==> src/hdl/wptd_pkg.sv <==
// ----------------------------------------------------------------------------
// Waypoint controller package
// Shared types, command codes, register indexes and the arctangent table.
// ----------------------------------------------------------------------------
package wptd_pkg;

   localparam int unsigned QueueDepth = 2;

   typedef enum logic [1:0] {
      CMD_POSE = 2'd0,
      CMD_GOAL = 2'd1,
      CMD_TICK = 2'd2,
      CMD_NONE = 2'd3
   } cmd_type;

   typedef enum logic [2:0] {
      REG_ANGULAR_GAIN = 3'd0,
      REG_LINEAR_GAIN  = 3'd1,
      REG_DIST_FAR     = 3'd2,
      REG_DIST_NEAR    = 3'd3,
      REG_ANGLE_FAR    = 3'd4,
      REG_ANGLE_NEAR   = 3'd5,
      REG_FINAL_TOL    = 3'd6,
      REG_UNUSED       = 3'd7
   } reg_index_type;

   // A tick as passed from the front end to the back end.  Poses are
   // captured at acceptance so later updates cannot disturb it.  The goal_new
   // bit says that a goal request arrived since the previous tick, which
   // re-arms the waypoint before this tick is carried out.
   typedef struct packed {
      logic               seen;
      logic               goal_new;
      logic signed [20:0] dx;
      logic signed [20:0] dy;
      logic signed [15:0] robot_heading;
      logic signed [16:0] final_err;
   } tick_type;

   typedef struct packed {
      logic [11:0] angular_gain;
      logic [11:0] linear_gain;
      logic [15:0] distance_far;
      logic [15:0] distance_near;
      logic [14:0] angle_far;
      logic [14:0] angle_near;
      logic [14:0] final_tol;
   } cfg_type;

   localparam logic signed [21:0] PiQ12    = 22'sd12868;
   localparam logic signed [21:0] TwoPiQ12 = 22'sd25736;
   localparam logic signed [21:0] PiQ16    = 22'sd205887;

   function automatic logic signed [21:0] atan_entry(input logic [3:0] i);
      logic signed [21:0] v;
      case (i)
         4'd0:  v = 22'sd51472;
         4'd1:  v = 22'sd30385;
         4'd2:  v = 22'sd16055;
         4'd3:  v = 22'sd8150;
         4'd4:  v = 22'sd4091;
         4'd5:  v = 22'sd2047;
         4'd6:  v = 22'sd1024;
         4'd7:  v = 22'sd512;
         4'd8:  v = 22'sd256;
         4'd9:  v = 22'sd128;
         4'd10: v = 22'sd64;
         4'd11: v = 22'sd32;
         4'd12: v = 22'sd16;
         4'd13: v = 22'sd8;
         4'd14: v = 22'sd4;
         default: v = 22'sd2;
      endcase
      return v;
   endfunction

endpackage

==> src/hdl/wptd_front.sv <==
// ----------------------------------------------------------------------------
// Waypoint controller front end
// Takes requests, keeps the robot and goal poses and queues ticks.
// ----------------------------------------------------------------------------
module wptd_front #(
   parameter int unsigned QDEPTH = wptd_pkg::QueueDepth
) (
   input  logic                   clock,
   input  logic                   reset,
   input  logic                   req_valid,
   output logic                   req_stall,
   input  logic [1:0]             req_cmd,
   input  logic signed [19:0]     req_pos_x,
   input  logic signed [19:0]     req_pos_y,
   input  logic signed [15:0]     req_heading,
   output logic                   q_valid,
   input  logic                   q_take,
   output wptd_pkg::tick_type     q_tick
);
   import wptd_pkg::*;

   localparam int unsigned PW = (QDEPTH > 1) ? $clog2(QDEPTH) : 1;

   logic signed [19:0] rx_ff, ry_ff, gx_ff, gy_ff;
   logic signed [15:0] rh_ff, gh_ff;
   logic               seen_ff, goal_new_ff;
   tick_type           mem_ff [QDEPTH];
   logic [PW-1:0]      wp_ff, rp_ff;
   logic [PW:0]        cnt_ff, cnt_in;
   logic               acc, push;
   cmd_type            cmd;
   tick_type           t;

   assign cmd       = cmd_type'(req_cmd);
   assign req_stall = (cnt_ff == (PW+1)'(QDEPTH));
   assign acc       = req_valid && !req_stall;
   assign push      = acc && cmd == CMD_TICK;
   assign q_valid   = cnt_ff != '0;
   assign q_tick    = mem_ff[rp_ff];

   always_comb begin
      t.seen          = seen_ff;
      t.goal_new      = goal_new_ff;
      t.dx            = 21'(gx_ff) - 21'(rx_ff);
      t.dy            = 21'(gy_ff) - 21'(ry_ff);
      t.robot_heading = rh_ff;
      t.final_err     = 17'(gh_ff) - 17'(rh_ff);
      cnt_in = cnt_ff + (PW+1)'(push) - (PW+1)'(q_take);
   end

   always_ff @(posedge clock) begin
      if (reset) begin
         rx_ff <= '0; ry_ff <= '0; rh_ff <= '0;
         gx_ff <= '0; gy_ff <= '0; gh_ff <= '0;
         seen_ff <= 1'b0; goal_new_ff <= 1'b0;
         wp_ff <= '0; rp_ff <= '0; cnt_ff <= '0;
      end else begin
         cnt_ff <= cnt_in;
         if (acc && cmd == CMD_POSE) begin
            rx_ff <= req_pos_x; ry_ff <= req_pos_y; rh_ff <= req_heading;
         end
         if (acc && cmd == CMD_GOAL) begin
            gx_ff <= req_pos_x; gy_ff <= req_pos_y; gh_ff <= req_heading;
            seen_ff <= 1'b1; goal_new_ff <= 1'b1;
         end
         if (push) begin
            mem_ff[wp_ff] <= t;
            goal_new_ff <= 1'b0;
            wp_ff <= (wp_ff == PW'(QDEPTH - 1)) ? '0 : wp_ff + PW'(1);
         end
         if (q_take) rp_ff <= (rp_ff == PW'(QDEPTH - 1)) ? '0 : rp_ff + PW'(1);
      end
   end
endmodule

==> config.mk <==
export PLATFORM = sky130hd
export DESIGN_NAME = wptd_front
export DESIGN_NICKNAME = d
export VERILOG_FILES = /design/src/hdl/wptd_pkg.sv /design/src/hdl/wptd_front.sv
export SDC_FILE = /design/constraint.sdc
export NUM_CORES = 1
export LEC_CHECK = 0
export BUFFER_PORTS_ARGS = -buffer_cell sky130_fd_sc_hd__buf_2
export CAP_MARGIN = 20
export CORE_ASPECT_RATIO = 1.1
export CORE_MARGIN = 5
export CORE_UTILIZATION = 48
export CTS_BUF_LIST = sky130_fd_sc_hd__clkbuf_8
export CTS_CLUSTER_DIAMETER = 80
export CTS_CLUSTER_SIZE = 24
export DETAILED_ROUTE_END_ITERATION = 8
export PLACE_DENSITY_LB_ADDON = 0.1
export SLEW_MARGIN = 20
export SYNTH_ARGS = -nofsm -noshare
export SYNTH_HDL_FRONTEND = slang
export SYNTH_SLANG_ARGS = --single-unit
==> constraint.sdc <==
create_clock -name clock -period 15.55 [get_ports clock]
set_clock_uncertainty 0.15 [all_clocks]
set_input_delay 3.11 -clock clock [delete_from_list [all_inputs] [get_ports clock]]
set_output_delay 3.11 -clock clock [all_outputs]
set_load 0.01 [all_outputs]
==> results of run 1 <==
## power by group through the flow
stage | Sequential, W | Combinational, W | Clock (W)
after global placement | 0.000844 | 0.000328 | 0
after floorplan | 0.000840 | 0.000244 | 0
after global routing | 0.000831 | 0.000368 | 0.000364
final | 0.000828 | 0.000332 | 0.000317
after detailed placement | 0.000845 | 0.000333 | 0
after CTS | 0.000828 | 0.000335 | 0.000333
## worst max-delay path: cells and delay by family (launching register included)
kind / cells / cell delay [ns]
multiplexers: 1 / 0.42
flip-flops: 1 / 0.55
buffers and inverters: 2 / 0.87
## layout by cell type (no fill, tap or decap), types with 11 or more instances in the layout
master	synthesis	final
a21oi_1	154	154
buf_4	0	12
nand2_1	255	254
o21a_1	11	11
o21ai_0	32	32
nor3_1	17	15
buf_2	19	139
nor2_1	52	52
a21o_1	13	13
ha_1	58	58
xnor2_1	25	25
clkbuf_8	0	15
inv_1	82	88
o211ai_1	12	12
dfxtp_1	119	118
mux2_2	77	77
edfxtp_1	154	154
nor2b_1	11	11
xor2_1	15	15
## routing by layer
layer  vias up  track usage  routed length (um)
met5         -            0                  34
met4         6       0.0294                 327
met3        28       0.0283                1280
met2       173        0.319               13800
met1      4278        0.234               12500
li1       4539            -                   -
## area by class of cell
class                      instances  area (um2)
tap                              352         440
timing repair buffer             151         786
multi-input combinational        831        5310
inverter                          82         308
antenna                            1        2.50
clock inverter                    11        67.6
fill                            2466       12100
clock buffer                      15         206
sequential                       273        7010
## per-stage QoR
stage	setup WS [ns]	total power, W
floorplan	5.68	0.00108
global placement	10.34	0.00117
detailed placement	10.27	0.00118
CTS	9.76	0.00150
global route	9.69	0.00156
finish	9.84	0.00148
## worst max-delay path by stage
stage | start | end | slack (ns)
finish | flip-flop | q_tick[36] | 9.84
global route | flip-flop | q_tick[30] | 9.69
CTS | flip-flop | q_tick[24] | 9.76
detailed placement | req_valid | mem_ff[1][45] | 10.27
global placement | req_valid | mem_ff[1][59] | 10.34
floorplan | req_valid | mem_ff[1][0] | 5.68
## cells by family after synthesis
family                   Yosys count  synth area share
AND/OR/NAND/NOR                  378             0.123
flip-flops                       273             0.546
AO/OA/AOI/OAI                    272             0.130
buffers and inverters            137            0.0419
multiplexers                      80            0.0699
adder cells (fa/ha/maj)           61            0.0612
XOR/XNOR                          40            0.0273
## sequential cells by signal, summed over array words and instances, names as in the netlist, named ones only
name         flops
ry_ff           20
wp_ff            1
gh_ff           16
rx_ff           20
cnt_ff           2
gy_ff           20
rp_ff            1
seen_ff          1
goal_new_ff      1
mem_ff         154
rh_ff           16
gx_ff           20
==> flow_summary.yaml, run 1 <==
sta:
  timing.fmax_mhz: 175
  min_period_ns: 5.71
  setup-tns-final_ns: 0
  hold_viol: 0
  whs_ns: 0.311
  finalSetupViolCount: 0
  final.period_utilization: 0.367
  max_slew_margin: 0.387
  tightest_slew_ns: 0.919
  drv_slew: 0
  grt_setup_unrepaired: "no"
floorplan:
  io_pins: 141
  initial_core_util: 0.489
  fp-row-count: 62
  fp.coreArea_um2: 26200
  die_w_um: 166
  dieArea_um2: 30100
  die_y_um: 181
min_path:
  hold_depth: 2
  min-delay-start: "ry_ff[11]"
  hold_path_class: "flip-flop to flip-flop"
  whs_endpoint: "ry_ff[11]"
cts:
  cts_sinks: 273
  htree_levels: 1
  path_clk_slew_ns: 0.14
  cts_tree: "done"
  post-cts-setup-buffer-count: 0
  cts_buffers: 15
  worst_skew_pair.late_latency_ns: 0.54
  cts_hold_buf: 0
  clockBufferDepth: 3
  cts_root_buf: "clkbuf_8"
  cts_resized: 0
grt:
  grt_remaining_overflow: 0
  antenna_found_initial: 3
  grt_pass1_vias: 8771
  grt_pass1_wl_um: 44700
  grt_max_degree: 71
  track_usage: 0.179
place:
  dpl.hpwl_um: 19200
  place.gp.congestion: 0.841
  place_inst: 1689
  placed_area_um2: 13900
  port_buffers: 140
run_status:
  status: "finished clean"
power:
  clockPowerShare: 0.214
  power.internal_w: 0.00106
  vdd_drop_max_uv: 89.5
  netSwitchingFraction: 0.284
  p_per_area_nw_per_um2: 105
  leakage_nw: 5.20
  switching_power_w: 0.000420
  seqPwrFrac: 0.561
  combinationalPowerShare: 0.225
worst_setup_path:
  setup.worst_path.start_class: "flip-flop"
  rrSetupSlack_ns: 12.71
  cp_max_fo: 61
  cp_data_required_time_ns: 12.29
  worstSetupEndpointType: "output pin"
  cp.arrival_ns: 2.45
  worstSetupPathType: "flip-flop to output pin"
  reg2reg_from: "gy_ff[0]"
  r2r-end: "mem_ff[1][47]"
  crit_slowest_cell: "buf_4"
  cp_cell_sequence: "buf_4 > mux2_2 > buf_2"
  ff2ff_path_depth: 9
  cpPeakStageDelay_ns: 0.73
detailed_routing:
  wire_per_inst_um: 16.3
  first_pass_iters: 6
  drt_wl_total_um: 27900
  vias: 9024
  viasPerCell: 5.26
  drc: 0
  drt_iter0_drc: 423
  ant_nets: 0
yosys:
  ys_warn_count: 0
  yosysSeqAreaShare: 0.546
  synth_largest_area_cell: "edfxtp_1"
  synth_area_leaders: "edfxtp_1, dfxtp_1, nand2_1"
  synth_flop_cell: "edfxtp_1"
  yosys_register_bits: 273
  netlist.area_leader.share: 0.360
  synth_most_common_cell: "nand2_1"
  synth.distinct_cells: 63
  synth.avg_cell_area_um2: 10.3
  synth_edf_count: 154
  synth_area_um2: 12800
  syn_nets: 1364
  synthArstFlopShare: 0
  syn-instance-count: 1241
  synth_commonest_cells: "nand2_1, a21oi_1, edfxtp_1, dfxtp_1, inv_1"
cells_and_area:
  drive_gt1_frac: 0.200
  fin_nets: 1477
  stdcell_count: 1716
  utilization: 0.539
  syn2layout_area_growth_pct: 10.1
  stdcell_area_um2: 14100
flow_run:
  maxCapViolCount: 0
(Power assumes the default switching activity.)
==> inputs of run 2 (changes only) <==
ABC_AREA = 1   (was default)
clock period = 5.8 ns   (was 15.55 ns; I/O delays follow)
==> run 2 against run 1 <==
  * Sequential share of layout area down 1.6 points
  * Synthesized cell count up 18%
  * Via count up 6.9%
  * Critical path type unchanged
  * Critical endpoint is now q_tick[61]
  * Highest routed layer is now met4
==> flow_summary.yaml, run 2 <==
run_status:
  status: "finished clean"
sta:
  min_period_ns: 3.42
  max_slew_margin: 0.369
  setup-tns-final_ns: 0
  tightest_slew_ns: 0.946
  finalSetupViolCount: 0
  final.period_utilization: 0.589
  drv_slew: 0
  hold_viol: 0
  timing.fmax_mhz: 293
  grt_setup_unrepaired: "no"
  finalWorstSetupSlack_ns: 2.38
worst_setup_path:
  reg2reg_from: "gx_ff[0]"
  cp_data_required_time_ns: 4.49
  setup.worst_path.start_class: "flip-flop"
  worstSetupPathType: "flip-flop to output pin"
  cp_max_fo: 51
  cp.arrival_ns: 2.11
  worstSetupEndpointType: "output pin"
cts:
  path_clk_slew_ns: 0.14
  cts_hold_buf: 0
  cts_root_buf: "clkbuf_8"
  post-cts-setup-buffer-count: 0
  cts_buffers: 15
  cts_sinks: 273
  clockBufferDepth: 3
  htree_levels: 1
  worst_skew_pair.late_latency_ns: 0.55
  cts_resized: 0
  cts_tree: "done"
cells_and_area:
  mostFrequentLayoutCells: "nand2_1, inv_1, nor2_1"
  syn2layout_area_growth_pct: 9.43
  utilization: 0.528
  fin_nets: 1700
  largest_reg_flops: 154
  final_common_cell: "nand2_1"
  largest_register: "mem_ff"
  stdcell_count: 1950
  drive_gt1_frac: 0.164
yosys:
  synth_commonest_cells: "nand2_1, inv_1, nor2_1, edfxtp_1, dfxtp_1"
  synth_area_um2: 13300
  syn_nets: 1583
  synth_most_common_cell: "nand2_1"
  synth_largest_area_cell: "edfxtp_1"
  syn-instance-count: 1460
  synth.distinct_cells: 33
  synth_edf_count: 154
  synth_flop_cell: "edfxtp_1"
  synth.avg_cell_area_um2: 9.14
  ys_warn_count: 0
  synth_area_leaders: "edfxtp_1, dfxtp_1, nand2_1"
  netlist.area_leader.share: 0.347
  yosys_register_bits: 273
  synthArstFlopShare: 0
  yosysSeqAreaShare: 0.525
grt:
  grt_max_degree: 112
  grt_remaining_overflow: 0
  grt_pass1_wl_um: 47200
  grt_pass1_vias: 9316
  track_usage: 0.186
  antenna_found_initial: 0
min_path:
  hold_path_class: "flip-flop to flip-flop"
  min-delay-start: "gh_ff[0]"
power:
  leakage_nw: 6.37
  total_power_w: 0.00420
  vdd_drop_max_uv: 246
  p_per_area_nw_per_um2: 288
floorplan:
  dieArea_um2: 31200
  io_pins: 141
  fp-row-count: 64
  die_w_um: 169
  fp.coreArea_um2: 27600
  initial_core_util: 0.483
  die_y_um: 185
detailed_routing:
  vias: 9647
  drt_iter0_drc: 526
  viasPerCell: 4.95
  drc: 0
  first_pass_iters: 6
  drt_wl_total_um: 29500
  wire_per_inst_um: 15.1
  ant_nets: 0
flow_run:
  maxCapViolCount: 0
place:
  dpl.hpwl_um: 20800
  place.gp.congestion: 0.873
  port_buffers: 140
  place_inst: 1923
  pre_cts_ws_ns: 2.64
[run 2: cell types whose count changed in the layout (fill, tap and decap cells not counted), sizes merged, moves of 6 or more]
cell,previous run,this run
a211oi,6,0
nand3,9,62
inv,89,200
o21a,11,0
nand2,255,296
buf,151,144
o21ai,32,119
nor2,53,173
o211ai,13,0
nor2b,12,0
o21bai,2,8
a21o,13,2
xnor2,25,7
a21oi,155,101
[run 2: layer usage]
metal,global-route usage,up-vias,wire (um)
met1,0.251,4404,13700
met4,0.0425,0,568
met2,0.324,177,13900
li1,-,5033,-
met5,0,-,0
met3,0.0228,33,1320
[run 2: cell type report]
type                       count  area (um2)
timing repair buffer         144         776
sequential                   273        7010
clock buffer                  15         206
inverter                     190         721
antenna                        1        2.50
fill                        2585       13000
multi-input combinational    953        5370
tap                          363         454
clock inverter                11        55.1
[run 2: kinds of logic after synthesis]
group	synth area share
simple gates	0.172
xor+xnor	0.0177
mux	0.0650
buf+inv	0.0731
fa+ha+maj	0.0589
compound gates	0.0882
flops	0.525
[run 2: worst max-delay path: stages (launching register included)]
cell     delay, ns
dfxtp_4       0.67
buf_16        0.30
mux2_2        0.38
buf_2         0.14
[run 2: final timing paths]
path,to,cells past startpoint,slack (ns)
worst min-delay path,gh_ff[0],2,0.32
worst max-delay path,q_tick[61],3,2.38
worst min register to register,gh_ff[0],2,0.32
worst max register to register,mem_ff[0][70],11,3.47
[run 2: report_power, final]
part	switching [W]	internal [W]	total [W]
clock network	0.000583	0.000255	0.000838
logic	0.000719	0.000399	0.00112
registers	0.0000389	0.00221	0.00224
[run 2: metrics by stage]
stage | instance area [um2] | hold slack (ns)
after floorplan | 13300 | 0.276
after global placement | 14300 | 0.283
after detailed placement | 14300 | 0.291
after CTS | 14600 | 0.321
after global routing | 14600 | 0.340
final | 14600 | 0.317
